### config.mk
export PLATFORM = sky130hd
export DESIGN_NAME = reversible_deque_unit
export DESIGN_NICKNAME = d
export VERILOG_FILES = /design/src/sv/rdu_pkg.sv /design/src/sv/rdu_front.sv /design/src/sv/rdu_queue.sv /design/src/sv/rdu_back.sv /design/src/sv/reversible_deque_unit.sv
export SDC_FILE = /design/constraint.sdc
export NUM_CORES = 1
export LEC_CHECK = 0
export BUFFER_PORTS_ARGS = -buffer_cell sky130_fd_sc_hd__buf_4
export CAP_MARGIN = 25
export CORE_MARGIN = 2
export CORE_UTILIZATION = 50
export CTS_CLUSTER_SIZE = 40
export DETAILED_ROUTE_END_ITERATION = 8
export GPL_TIMING_DRIVEN = 1
export PLACE_DENSITY_LB_ADDON = 0.2
export SLEW_MARGIN = 20
export SYNTH_ARGS = -nofsm -noshare
export SYNTH_HDL_FRONTEND = slang
export SYNTH_HIERARCHICAL = 1
export SYNTH_SLANG_ARGS = --single-unit
### constraint.sdc
create_clock -name clk -period 8.3 [get_ports clk]
set_input_delay 0 -clock clk [delete_from_list [all_inputs] [get_ports clk]]
set_output_delay 0 -clock clk [all_outputs]
set_load 0.005 [all_outputs]
### src/sv/rdu_pkg.sv
// Package for the reversible deque unit: sizes, command and result codes,
// item structs and the circular index helper.
// Depends on nothing; every other file refers to it by scoped names.
package rdu_pkg;

  // Store geometry.
  localparam int DEPTH      = 32;
  localparam int VALUE_BITS = 8;
  localparam int PTR_W      = (DEPTH > 1) ? $clog2(DEPTH) : 1;
  localparam int CNT_W      = $clog2(DEPTH + 1);

  // Command queue between front and back (power of two entries).
  localparam int QDEPTH = 2;
  localparam int QPTR_W = (QDEPTH > 1) ? $clog2(QDEPTH) : 1;
  localparam int QCNT_W = $clog2(QDEPTH + 1);

  // Input command codes.
  localparam logic [2:0] CMD_PUSH    = 3'd0;
  localparam logic [2:0] CMD_REVERSE = 3'd1;
  localparam logic [2:0] CMD_DELETE  = 3'd2;
  localparam logic [2:0] CMD_READ    = 3'd3;
  localparam logic [2:0] CMD_CLEAR   = 3'd4;

  // Result kind codes.
  localparam logic [1:0] KIND_ELEM  = 2'd0;
  localparam logic [1:0] KIND_EMPTY = 2'd1;
  localparam logic [1:0] KIND_ERROR = 2'd2;

  typedef struct packed {
    logic [2:0] command;
    logic [7:0] value;
  } in_item_t;

  typedef struct packed {
    logic [1:0] kind;
    logic [7:0] element;
    logic       last;
  } out_item_t;

  // Decoded operation handed from the front to the back.
  typedef enum logic [2:0] {
    OP_PUSH,
    OP_REVERSE,
    OP_DELETE,
    OP_READ,
    OP_CLEAR
  } op_t;

  typedef struct packed {
    op_t                   op;
    logic [VALUE_BITS-1:0] value;
  } op_item_t;

  // Circular add of an offset (at most DEPTH) to a store index.
  function automatic logic [PTR_W-1:0] wrap_add(input logic [PTR_W-1:0] base,
                                                input logic [CNT_W-1:0] off);
    logic [CNT_W:0] sum;
    begin
      sum = (CNT_W+1)'(base) + (CNT_W+1)'(off);
      if (sum >= (CNT_W+1)'(DEPTH)) begin
        sum = sum - (CNT_W+1)'(DEPTH);
      end
      return sum[PTR_W-1:0];
    end
  endfunction

endpackage

### src/sv/rdu_front.sv
// Front end of the reversible deque unit: accepts input items, decodes the
// command and queues meaningful operations. Depends on rdu_pkg.
module rdu_front (
  input  logic                clk,
  input  logic                rst_n,
  input  logic                in_valid,
  output logic                in_ready,
  input  rdu_pkg::in_item_t   in_data,
  input  logic                q_full,
  output logic                q_push,
  output rdu_pkg::op_item_t   q_item
);

  logic        keep;
  logic [31:0] value_wide;
  logic        busy_r;

  // Hold off input right after reset so the queue settles.
  always_ff @(posedge clk) begin
    if (!rst_n) begin
      busy_r <= 1'b1;
    end else begin
      busy_r <= 1'b0;
    end
  end

  assign in_ready = !q_full && !busy_r;

  // Only the low store-width bits of the value are kept.
  assign value_wide = 32'(in_data.value);

  // Decode the command; undefined codes are dropped here.
  always_comb begin
    keep         = 1'b1;
    q_item.op    = rdu_pkg::OP_PUSH;
    q_item.value = value_wide[rdu_pkg::VALUE_BITS-1:0];
    case (in_data.command)
      rdu_pkg::CMD_PUSH:    q_item.op = rdu_pkg::OP_PUSH;
      rdu_pkg::CMD_REVERSE: q_item.op = rdu_pkg::OP_REVERSE;
      rdu_pkg::CMD_DELETE:  q_item.op = rdu_pkg::OP_DELETE;
      rdu_pkg::CMD_READ:    q_item.op = rdu_pkg::OP_READ;
      rdu_pkg::CMD_CLEAR:   q_item.op = rdu_pkg::OP_CLEAR;
      default:              keep      = 1'b0;
    endcase
  end

  assign q_push = in_valid && in_ready && keep;

endmodule

### src/sv/rdu_queue.sv
// Short operation queue between the front and the back of the deque unit.
// Depends on rdu_pkg.
module rdu_queue (
  input  logic              clk,
  input  logic              rst_n,
  input  logic              push,
  input  rdu_pkg::op_item_t push_item,
  output logic              full,
  input  logic              pop,
  output logic              empty,
  output rdu_pkg::op_item_t pop_item
);

  rdu_pkg::op_item_t               entries_r [rdu_pkg::QDEPTH];
  logic [rdu_pkg::QPTR_W-1:0]      wr_ptr_r;
  logic [rdu_pkg::QPTR_W-1:0]      rd_ptr_r;
  logic [rdu_pkg::QCNT_W-1:0]      cnt_r;

  assign full     = (cnt_r == rdu_pkg::QCNT_W'(rdu_pkg::QDEPTH));
  assign empty    = (cnt_r == '0);
  assign pop_item = entries_r[rd_ptr_r];

  // Entry storage.
  always_ff @(posedge clk) begin
    if (push) begin
      entries_r[wr_ptr_r] <= push_item;
    end
  end

  // Pointers and fill count.
  always_ff @(posedge clk) begin
    if (!rst_n) begin
      wr_ptr_r <= '0;
      rd_ptr_r <= '0;
      cnt_r    <= '0;
    end else begin
      if (push) begin
        wr_ptr_r <= wr_ptr_r + 1'b1;
      end
      if (pop) begin
        rd_ptr_r <= rd_ptr_r + 1'b1;
      end
      if (push && !pop) begin
        cnt_r <= cnt_r + 1'b1;
      end else if (pop && !push) begin
        cnt_r <= cnt_r - 1'b1;
      end
    end
  end

endmodule

### src/sv/rdu_back.sv
// Back end of the reversible deque unit: holds the circular store and the
// deque state, executes queued operations and streams readouts.
// Depends on rdu_pkg.
module rdu_back (
  input  logic               clk,
  input  logic               rst_n,
  input  logic               q_empty,
  input  rdu_pkg::op_item_t  q_item,
  output logic               q_pop,
  output logic               out_valid,
  input  logic               out_ready,
  output rdu_pkg::out_item_t out_data
);

  typedef enum logic {ST_IDLE, ST_READ} state_t;

  logic [rdu_pkg::VALUE_BITS-1:0] mem [rdu_pkg::DEPTH];
  logic [rdu_pkg::VALUE_BITS-1:0] rdata_r;

  state_t                    state_r;
  logic [rdu_pkg::PTR_W-1:0] front_r;
  logic [rdu_pkg::CNT_W-1:0] count_r;
  logic                      rev_r;
  logic                      err_r;
  logic [rdu_pkg::CNT_W-1:0] idx_r;
  logic                      p1_valid_r;
  logic [1:0]                p1_kind_r;
  logic                      p1_last_r;
  logic                      out_valid_r;
  rdu_pkg::out_item_t        out_data_r;

  logic                      out_move;
  logic                      p1_free;
  logic                      p1_load;
  logic                      issue_read;
  logic                      full;
  logic                      read_last;
  logic                      we;
  logic [rdu_pkg::CNT_W-1:0] rd_off;
  logic [rdu_pkg::PTR_W-1:0] rd_addr;
  logic [rdu_pkg::PTR_W-1:0] wr_addr;
  logic [31:0]               rdata_wide;
  logic [7:0]                p1_elem;

  // Handshake between the read stage, the output register and the queue.
  assign out_move   = !out_valid_r || out_ready;
  assign p1_free    = !p1_valid_r || out_move;
  assign issue_read = (state_r == ST_READ) && p1_free;
  assign q_pop      = (state_r == ST_IDLE) && !q_empty &&
                      ((q_item.op != rdu_pkg::OP_READ) || p1_free);
  assign full       = (count_r == rdu_pkg::CNT_W'(rdu_pkg::DEPTH));
  assign read_last  = (idx_r == count_r - 1'b1);

  // The read stage loads on a store read or on a single empty or error result.
  assign p1_load = issue_read ||
                   (q_pop && (q_item.op == rdu_pkg::OP_READ) &&
                    (err_r || (count_r == '0)));

  // Store addressing: pushes go behind the tail, reads walk in current order.
  assign rd_off  = rev_r ? (count_r - 1'b1 - idx_r) : idx_r;
  assign rd_addr = rdu_pkg::wrap_add(front_r, rd_off);
  assign wr_addr = rdu_pkg::wrap_add(front_r, count_r);
  assign we      = q_pop && (q_item.op == rdu_pkg::OP_PUSH) && !full;

  // Circular store with registered read data.
  always_ff @(posedge clk) begin
    if (we) begin
      mem[wr_addr] <= q_item.value;
    end
    if (issue_read) begin
      rdata_r <= mem[rd_addr];
    end
  end

  assign rdata_wide = 32'(rdata_r);
  assign p1_elem    = (p1_kind_r == rdu_pkg::KIND_ELEM) ? rdata_wide[7:0] : 8'd0;

  // Deque state, readout sequencer and output register.
  always_ff @(posedge clk) begin
    if (!rst_n) begin
      state_r     <= ST_IDLE;
      front_r     <= '0;
      count_r     <= '0;
      rev_r       <= 1'b0;
      err_r       <= 1'b0;
      idx_r       <= '0;
      p1_valid_r  <= 1'b0;
      out_valid_r <= 1'b0;
    end else begin
      // Output register takes the read stage whenever it is free.
      if (out_move) begin
        out_valid_r <= p1_valid_r;
        if (p1_valid_r) begin
          out_data_r.kind    <= p1_kind_r;
          out_data_r.element <= p1_elem;
          out_data_r.last    <= p1_last_r;
        end
      end

      // Read stage occupancy.
      if (p1_load) begin
        p1_valid_r <= 1'b1;
      end else if (out_move) begin
        p1_valid_r <= 1'b0;
      end

      // One element of a readout per free slot.
      if (issue_read) begin
        p1_kind_r <= rdu_pkg::KIND_ELEM;
        p1_last_r <= read_last;
        idx_r     <= idx_r + 1'b1;
        if (read_last) begin
          state_r <= ST_IDLE;
        end
      end

      // Execute the operation at the head of the queue.
      if (q_pop) begin
        case (q_item.op)
          rdu_pkg::OP_PUSH: begin
            if (full) begin
              err_r <= 1'b1;
            end else begin
              count_r <= count_r + 1'b1;
            end
          end
          rdu_pkg::OP_REVERSE: begin
            rev_r <= !rev_r;
          end
          rdu_pkg::OP_DELETE: begin
            if (!err_r) begin
              if (count_r == '0) begin
                err_r <= 1'b1;
              end else begin
                count_r <= count_r - 1'b1;
                if (!rev_r) begin
                  front_r <= rdu_pkg::wrap_add(front_r, rdu_pkg::CNT_W'(1));
                end
              end
            end
          end
          rdu_pkg::OP_READ: begin
            if (err_r) begin
              p1_kind_r <= rdu_pkg::KIND_ERROR;
              p1_last_r <= 1'b1;
            end else if (count_r == '0) begin
              p1_kind_r <= rdu_pkg::KIND_EMPTY;
              p1_last_r <= 1'b1;
            end else begin
              state_r <= ST_READ;
              idx_r   <= '0;
            end
          end
          rdu_pkg::OP_CLEAR: begin
            front_r <= '0;
            count_r <= '0;
            rev_r   <= 1'b0;
            err_r   <= 1'b0;
          end
          default: begin
          end
        endcase
      end
    end
  end

  assign out_valid = out_valid_r;
  assign out_data  = out_data_r;

endmodule

### src/sv/reversible_deque_unit.sv
// Top level of the reversible deque unit: front decoder, operation queue
// and back end. Depends on rdu_pkg, rdu_front, rdu_queue and rdu_back.
//
//   Channel  Ports                           Item
//   input    in_valid, in_ready, in_data     command, value
//   result   out_valid, out_ready, out_data  kind, element, last
//
// A readout of n elements makes one store read per element; an empty or error
// readout makes no store read.
// While a readout streams, the two-entry queue keeps accepting items until full.
// Reset is synchronous and active low; input is held off in the cycle after it.
// A stalled result holds in the output register; one more waits in the read stage.
module reversible_deque_unit (
  input  logic               clk,
  input  logic               rst_n,
  input  logic               in_valid,
  output logic               in_ready,
  input  rdu_pkg::in_item_t  in_data,
  output logic               out_valid,
  input  logic               out_ready,
  output rdu_pkg::out_item_t out_data
);

  logic              q_full;
  logic              q_push;
  logic              q_empty;
  logic              q_pop;
  rdu_pkg::op_item_t q_push_item;
  rdu_pkg::op_item_t q_pop_item;

  // Decode and queue incoming items.
  rdu_front u_front (
    .clk      (clk),
    .rst_n    (rst_n),
    .in_valid (in_valid),
    .in_ready (in_ready),
    .in_data  (in_data),
    .q_full   (q_full),
    .q_push   (q_push),
    .q_item   (q_push_item)
  );

  // Operation queue.
  rdu_queue u_queue (
    .clk       (clk),
    .rst_n     (rst_n),
    .push      (q_push),
    .push_item (q_push_item),
    .full      (q_full),
    .pop       (q_pop),
    .empty     (q_empty),
    .pop_item  (q_pop_item)
  );

  // Execute operations and stream results.
  rdu_back u_back (
    .clk       (clk),
    .rst_n     (rst_n),
    .q_empty   (q_empty),
    .q_item    (q_pop_item),
    .q_pop     (q_pop),
    .out_valid (out_valid),
    .out_ready (out_ready),
    .out_data  (out_data)
  );

endmodule

Word level (Yosys, flattened, before mapping) --
Memory sizes are Yosys's and may differ from the RTL's. A register that Yosys moved wholly into a read port is not among the register bits. Cells that the tools add are included.
Cells by class: multiplexer cells 51, order comparisons 3, eq/ne operators 17, reductions and logical operators 42, bitwise gates (word level) 1, add/sub/neg operators 14
Operator list (count):
- 6-bit two-way mux | 9
- 5-bit two-way mux | 6
- 1-bit two-way mux | 24
- 6-bit case mux with 3 select lines | 1
- 5-bit by 1-bit subtractor with 5-bit output, second input constant | 3
- 5-bit by 6-bit adder with 7-bit output | 2
- 7-bit by 6-bit greater-or-equal comparator with 1-bit output, second input constant | 2
- 2-bit two-way mux | 7
- 6-bit by 1-bit adder with 6-bit output, second input constant | 2
- 3-bit by 2-bit equality test with 1-bit output, second input constant | 4
- 1-bit logical AND | 12
- 3-bit case mux with 4 select lines | 1
- 5-bit case mux with 2 select lines | 1
- 5-bit AND reduction | 2
- 1-bit zero test | 9
- 2-bit != test, second input constant | 4
- 2-bit nonzero test | 4
- 5-bit by 1-bit adder with 6-bit output, second input constant | 1
- 3-bit by 1-bit equality test with 1-bit output, second input constant | 2
- 3-bit equality test, second input constant | 2
- 6-bit equality test | 1
- 6-bit equality test, second input constant | 1
- 6-bit greater-or-equal comparator, second input constant | 1
- 3-bit zero test | 2
- 18 further kinds | 25
Word-level totals: bits in writable memories 278, memories 2, output and inout bits 13, logic and storage cells 147, input port bits 15, bits in registers 41
Memories:
- u_back.mem | depth 32, width 8, read ports 1, clocked after Yosys merged registers in 1, write ports 1, line rdu_back.sv:17 | logic [rdu_pkg::VALUE_BITS-1:0] mem [rdu_pkg::DEPTH];
- u_queue.entries_r | depth 2, width 11, read ports 1, clocked after Yosys merged registers in 1, write ports 1, line rdu_queue.sv:14 | rdu_pkg::op_item_t entries_r [rdu_pkg::QDEPTH];

Longest topological paths before layout --
word-level depth 9, mapped depth 15, gate-level depth less buffers 14

Modules after synthesis --
Netlist, hierarchy kept.
Modules (own cells, without submodules):
- rdu_back | area an instance 12640.9 um^2, instances 1, seq. area each 8788.4 um^2, cells an instance 755
- rdu_queue | area an instance 1008.5 um^2, instances 1, seq. area each 760.7 um^2, cells an instance 56
- rdu_front | area an instance 125.1 um^2, instances 1, seq. area each 20.0 um^2, cells an instance 16

Least setup slack after synthesis --
OpenSTA, ideal clock, no wires.
kind reg2reg, from reg u_back/count_r[0] in the netlist's numbering, to reg u_back/rdata_r[3] in the netlist's numbering (read register of u_back.mem), data pin, library setup time 0.260 ns, required time 8.040 ns, period minus slack after synthesis 3.716 ns, setup slack 4.584 ns, path buffers 2, data arrival time 3.456 ns, cell stages (with the launch flop) 15, path through dfxtp_1 inv_1 ha_1 inv_1 fa_1 nand2_1 o21ai_0 inv_1 fa_1 clkbuf_1 clkbuf_1 mux4_2 nand3_1 nand4_1 mux2_2
On the way: longest elaborated chain between the ends 6, elaborated cells on any way between the ends 7, classes of those cells add/sub: 4; order compare: 1; mux: 2
RTL lines:
- start: declaration | line rdu_back.sv:22 | logic [rdu_pkg::CNT_W-1:0] count_r;
- start signal: assignment | line rdu_back.sv:124 | count_r <= count_r + 1'b1;
- start signal: assignment | line rdu_back.sv:135 | count_r <= count_r - 1'b1;
- 6-bit by 1-bit subtractor with 6-bit output * | line rdu_back.sv:60 | assign rd_off = rev_r ? (count_r - 1'b1 - idx_r) : idx_r;
- 6-bit subtractor * | line rdu_back.sv:60
- 6-bit two-way mux * | line rdu_back.sv:60
- 5-bit by 6-bit adder with 7-bit output * | line rdu_pkg.sv:59 | sum = (CNT_W+1)'(base) + (CNT_W+1)'(off);
- 7-bit by 6-bit greater-or-equal comparator with 1-bit output or 5-bit by 1-bit subtractor with 5-bit output (tied branches) | line rdu_pkg.sv:60, rdu_pkg.sv:61
- 5-bit two-way mux * | line rdu_pkg.sv:60 | if (sum >= (CNT_W+1)'(DEPTH)) begin
- end: declaration | line rdu_back.sv:18 | logic [rdu_pkg::VALUE_BITS-1:0] rdata_r;
Every way passes the cells marked *; elsewhere a longest branch is shown, timed or not. A chain may end at the register's enable or synchronous reset.

Worst setup path in the final report --
from reg u_back/count_r[0] in the netlist's numbering, to reg u_back/rdata_r[5] in the netlist's numbering (read register of u_back.mem), data pin
Same word-level chain as after synthesis.

==> results.sh <==
export IMPL_syn_std_cell_area_um2=13800
export IMPL_via_per_inst=6.07
export IMPL_synth_edff_count=300
export IMPL_worstSetupPathType="reg2reg"
export IMPL_design_portCount=28
export IMPL_timing_rr_end="u_back/rdata_r[5]"
export IMPL_floorplan_die_height_um=170
export IMPL_power_per_cell_area_nw_per_um2=277
export IMPL_worst_r2r_cell_count=13
export IMPL_quantity_of_gates_resized_following_cts=0
export IMPL_totalWireLength_um=29200
export IMPL_total_nets_after_synthesis=862
export IMPL_routed_wire_per_std_cell_um=23.9
export IMPL_first_iter_violations=827
export IMPL_part_of_the_yosys_area_used_for_sequential_elements_pct=69.5
export IMPL_holdCritStartpoint="in_valid"
export IMPL_placer_s_final_routability_congestion_estimate=0.828
export IMPL_timing_rr_start="u_back/count_r[0]"
export IMPL_routed_via_count=7422
export IMPL_clk_latency_ns=0.52
export IMPL_slew_headroom_pct=31.3
export IMPL_irDropWorstVdd_mv=0.142
export IMPL_postSynthAreaPerCell_um2=16.7
export IMPL_detail_route_antenna_nets=0
export IMPL_most_common_cell_after_layout_fill_and_taps_aside="sky130_fd_sc_hd__edfxtp_1"
export IMPL_global_route_wire_length_before_repair_um=45100
export IMPL_drv_max_cap_violation_count=0
export IMPL_io_buffers=27
export IMPL_holdPathStages=4
export IMPL_final_max_slew_violation_count=0
export IMPL_outcome="finished clean"
export IMPL_cts_clk_slew_worst_paths_ns=0.06
export IMPL_layout_cells_most_common_list="sky130_fd_sc_hd__edfxtp_1 (300), sky130_fd_sc_hd__nand3_1 (79), sky130_fd_sc_hd__mux4_2 (64)"
export IMPL_rsz_0062_raised_after_global_routing="false"
export IMPL_data_required_time_at_the_worst_endpoint_ns=8.57
export IMPL_worst_min_delay_path_endpoint="u_queue/wr_ptr_r"
export IMPL_dp_hpwl_um=18600
export IMPL_worst_slew_pin_transition_ns=1.03
export IMPL_gr_usage_all_layers_pct=21.0
export IMPL_hold_path_class="in2reg"
export IMPL_finalWorstSetupSlack_ns=3.84
export IMPL_antenna_diode_count=0
export IMPL_area_growth_syn_to_layout_pct=12.2
export IMPL_power_leakage_nw=5.01
export IMPL_fmaxAchievable_mhz=224
export IMPL_max_clock_path_buffers=3
export IMPL_h_tree_depth=2
export IMPL_p_total_w=0.00429
export IMPL_r2r_slack_ns=3.84
export IMPL_final_hold_violation_count=0
export IMPL_timing_critical_path_fanout_max=64
export IMPL_synth_lib_cells_used_distinct=61
export IMPL_arrival_time_reported_for_the_critical_path_endpoint_ns=4.72
export IMPL_syn_inst=827
export IMPL_final_period_minus_worst_setup_slack_ns=4.46
export IMPL_cts_tree="yes"
export IMPL_yosys_warnings=6
export IMPL_place_ws_ns=3.83
export IMPL_fp_row_count=60
export IMPL_grt_start_max_net_pins=65
export IMPL_start_util_pct=51.0
export IMPL_clock_sinks=328
export IMPL_detailedRoute_firstPassIterationCount=5
export IMPL_synth_top_flop_cell="sky130_fd_sc_hd__edfxtp_1"
export IMPL_setup_tns_final_ns=0
export IMPL_critical_path_startpoint_type="flip-flop"
export IMPL_numCtsBuffers=34
export IMPL_post_route_drc_count=0
export IMPL_die_area_um2=28900
export IMPL_final_setup_viol_count=0
export IMPL_root_buffer="sky130_fd_sc_hd__clkbuf_16"
export IMPL_num_nets_final=896
export IMPL_final_layout_size_suffix_gt1_share_pct=20.5
export IMPL_globalRoute_totalOverflow=0
export IMPL_critical_path_endpoint_type="flip-flop"
export IMPL_first_global_vias=7523
export IMPL_core_area_um2=27000
export IMPL_fin_crit_sh_pct=53.7
export IMPL_die_width_um=170
export IMPL_antenna_found_initial=0
export IMPL_async_flop_share_pct=0
export IMPL_postSynthRegisterBits=328
export IMPL_timing_clock_skew_ns=0.0216
-- critical path: stages (launching register included) --
cell	delay, ns
sky130_fd_sc_hd__dfxtp_1	0.48
sky130_fd_sc_hd__inv_1	0.08
sky130_fd_sc_hd__ha_1	0.34
sky130_fd_sc_hd__inv_1	0.09
sky130_fd_sc_hd__fa_1	0.50
sky130_fd_sc_hd__nand2_1	0.05
sky130_fd_sc_hd__o21ai_0	0.13
sky130_fd_sc_hd__inv_1	0.10
sky130_fd_sc_hd__fa_2	0.53
sky130_fd_sc_hd__buf_4	0.71
sky130_fd_sc_hd__mux4_2	0.47
sky130_fd_sc_hd__nand3_1	0.12
sky130_fd_sc_hd__nand4_1	0.22
sky130_fd_sc_hd__mux2_2	0.34
-- state kept, by name (all words and copies together) (netlist names), 2 cells and up, named ones only --
name and count:
u_back/count_r 6, u_back/front_r 5, u_back/idx_r 6, u_back/mem 256
u_back/out_data 11, u_back/p1_kind_r 2, u_back/rdata_r 8, u_queue/cnt_r 2
u_queue/entries_r 22
-- area by class of cell --
| type | count | area [um^2] |
|---|---|---|
| repair buffers | 45 | 373 |
| clock buffers | 37 | 872 |
| well taps | 341 | 427 |
| inverters | 22 | 82.6 |
| flip-flops and latches | 328 | 9570 |
| fillers | 2011 | 11600 |
| multi-input cells | 430 | 3960 |
| clock inverters | 20 | 164 |
-- report_power, final --
group | internal (W) | switching [W]
logic | 0.000385 | 0.000531
clock network | 0.000822 | 0.000599
registers | 0.00192 | 0.0000334
-- Yosys cell counts, types with 3 or more instances --
master	count	area, um^2
sky130_fd_sc_hd__a21boi_0	4	30.0
sky130_fd_sc_hd__a21o_1	5	37.5
sky130_fd_sc_hd__a21oi_1	17	85.1
sky130_fd_sc_hd__and2_1	14	87.6
sky130_fd_sc_hd__buf_2	17	85.1
sky130_fd_sc_hd__buf_4	8	60.1
sky130_fd_sc_hd__clkbuf_1	22	82.6
sky130_fd_sc_hd__dfxtp_1	28	561
sky130_fd_sc_hd__edfxtp_1	300	9010
sky130_fd_sc_hd__fa_1	3	60.1
sky130_fd_sc_hd__ha_1	17	213
sky130_fd_sc_hd__inv_1	22	82.6
sky130_fd_sc_hd__mux2_2	19	214
sky130_fd_sc_hd__mux4_2	64	1440
sky130_fd_sc_hd__nand2_1	20	75.1
sky130_fd_sc_hd__nand2b_1	4	25.0
sky130_fd_sc_hd__nand3_1	79	395
sky130_fd_sc_hd__nand4_1	21	131
sky130_fd_sc_hd__nor2_1	54	203
sky130_fd_sc_hd__nor2b_1	8	50.1
sky130_fd_sc_hd__nor3b_1	3	22.5
sky130_fd_sc_hd__o21ai_0	11	55.1
sky130_fd_sc_hd__o22ai_1	3	18.8
sky130_fd_sc_hd__or3_1	4	25.0
sky130_fd_sc_hd__xnor2_1	19	166
sky130_fd_sc_hd__xor2_1	16	140
-- how the worst max path moves through the flow --
stage	to	from	slack, ns
2_1_floorplan	u_back/rdata_r[3]	u_back/count_r[0]	4.58
3_3_place_gp	u_back/rdata_r[4]	u_back/count_r[0]	3.88
3_5_place_dp	u_back/rdata_r[7]	u_back/count_r[0]	3.83
4_1_cts	u_back/rdata_r[7]	u_back/count_r[0]	3.82
5_1_grt	u_back/rdata_r[4]	u_back/count_r[1]	3.64
6_report	u_back/rdata_r[5]	u_back/count_r[0]	3.84
-- timing repair --
item / 4_1_cts / 5_1_grt
hold endpoints to repair: 47 / 0
setup buffers: 0 / 0
hold buffers: 14 / 0
-- cells by family after synthesis --
group | count (synthesis) | share of synthesized area, %
DFF | 328 | 69.5
adders and majority gates | 20 | 1.98
and+or+nand+nor | 227 | 8.53
muxes | 85 | 12.2
AOI/OAI and AO/OA | 62 | 3.18
xor gates and xnor gates | 36 | 2.43
buffers and inverters | 69 | 2.25
-- per-stage QoR --
step / cell area (um^2) / hold WS [ns] / std cells / utilization (%)
floorplan: 13800 / 0.0565 / 827 / -
global placement: 14300 / 0.186 / 1152 / 52.8
detailed placement: 14300 / 0.189 / 1152 / 52.8
CTS: 15400 / 0.0345 / 1223 / 57.2
global route: 15400 / 0.0707 / 1223 / 57.2
finish: 15400 / 0.0465 / 1223 / 57.2
-- metal layers --
| layer | GRT usage (%) | share of wire, % | wire length, um | vias up |
|---|---|---|---|---|
| met5 | 0 | 0 | 0 | - |
| met3 | 3.84 | 7.1 | 2080 | 57 |
| li1 | - | - | - | 3287 |
| met2 | 32.2 | 46 | 13500 | 273 |
| met4 | 6.87 | 3.0 | 878 | 0 |
| met1 | 30.8 | 44 | 12800 | 3805 |
Note: power is estimated with default switching activity, not from simulation.
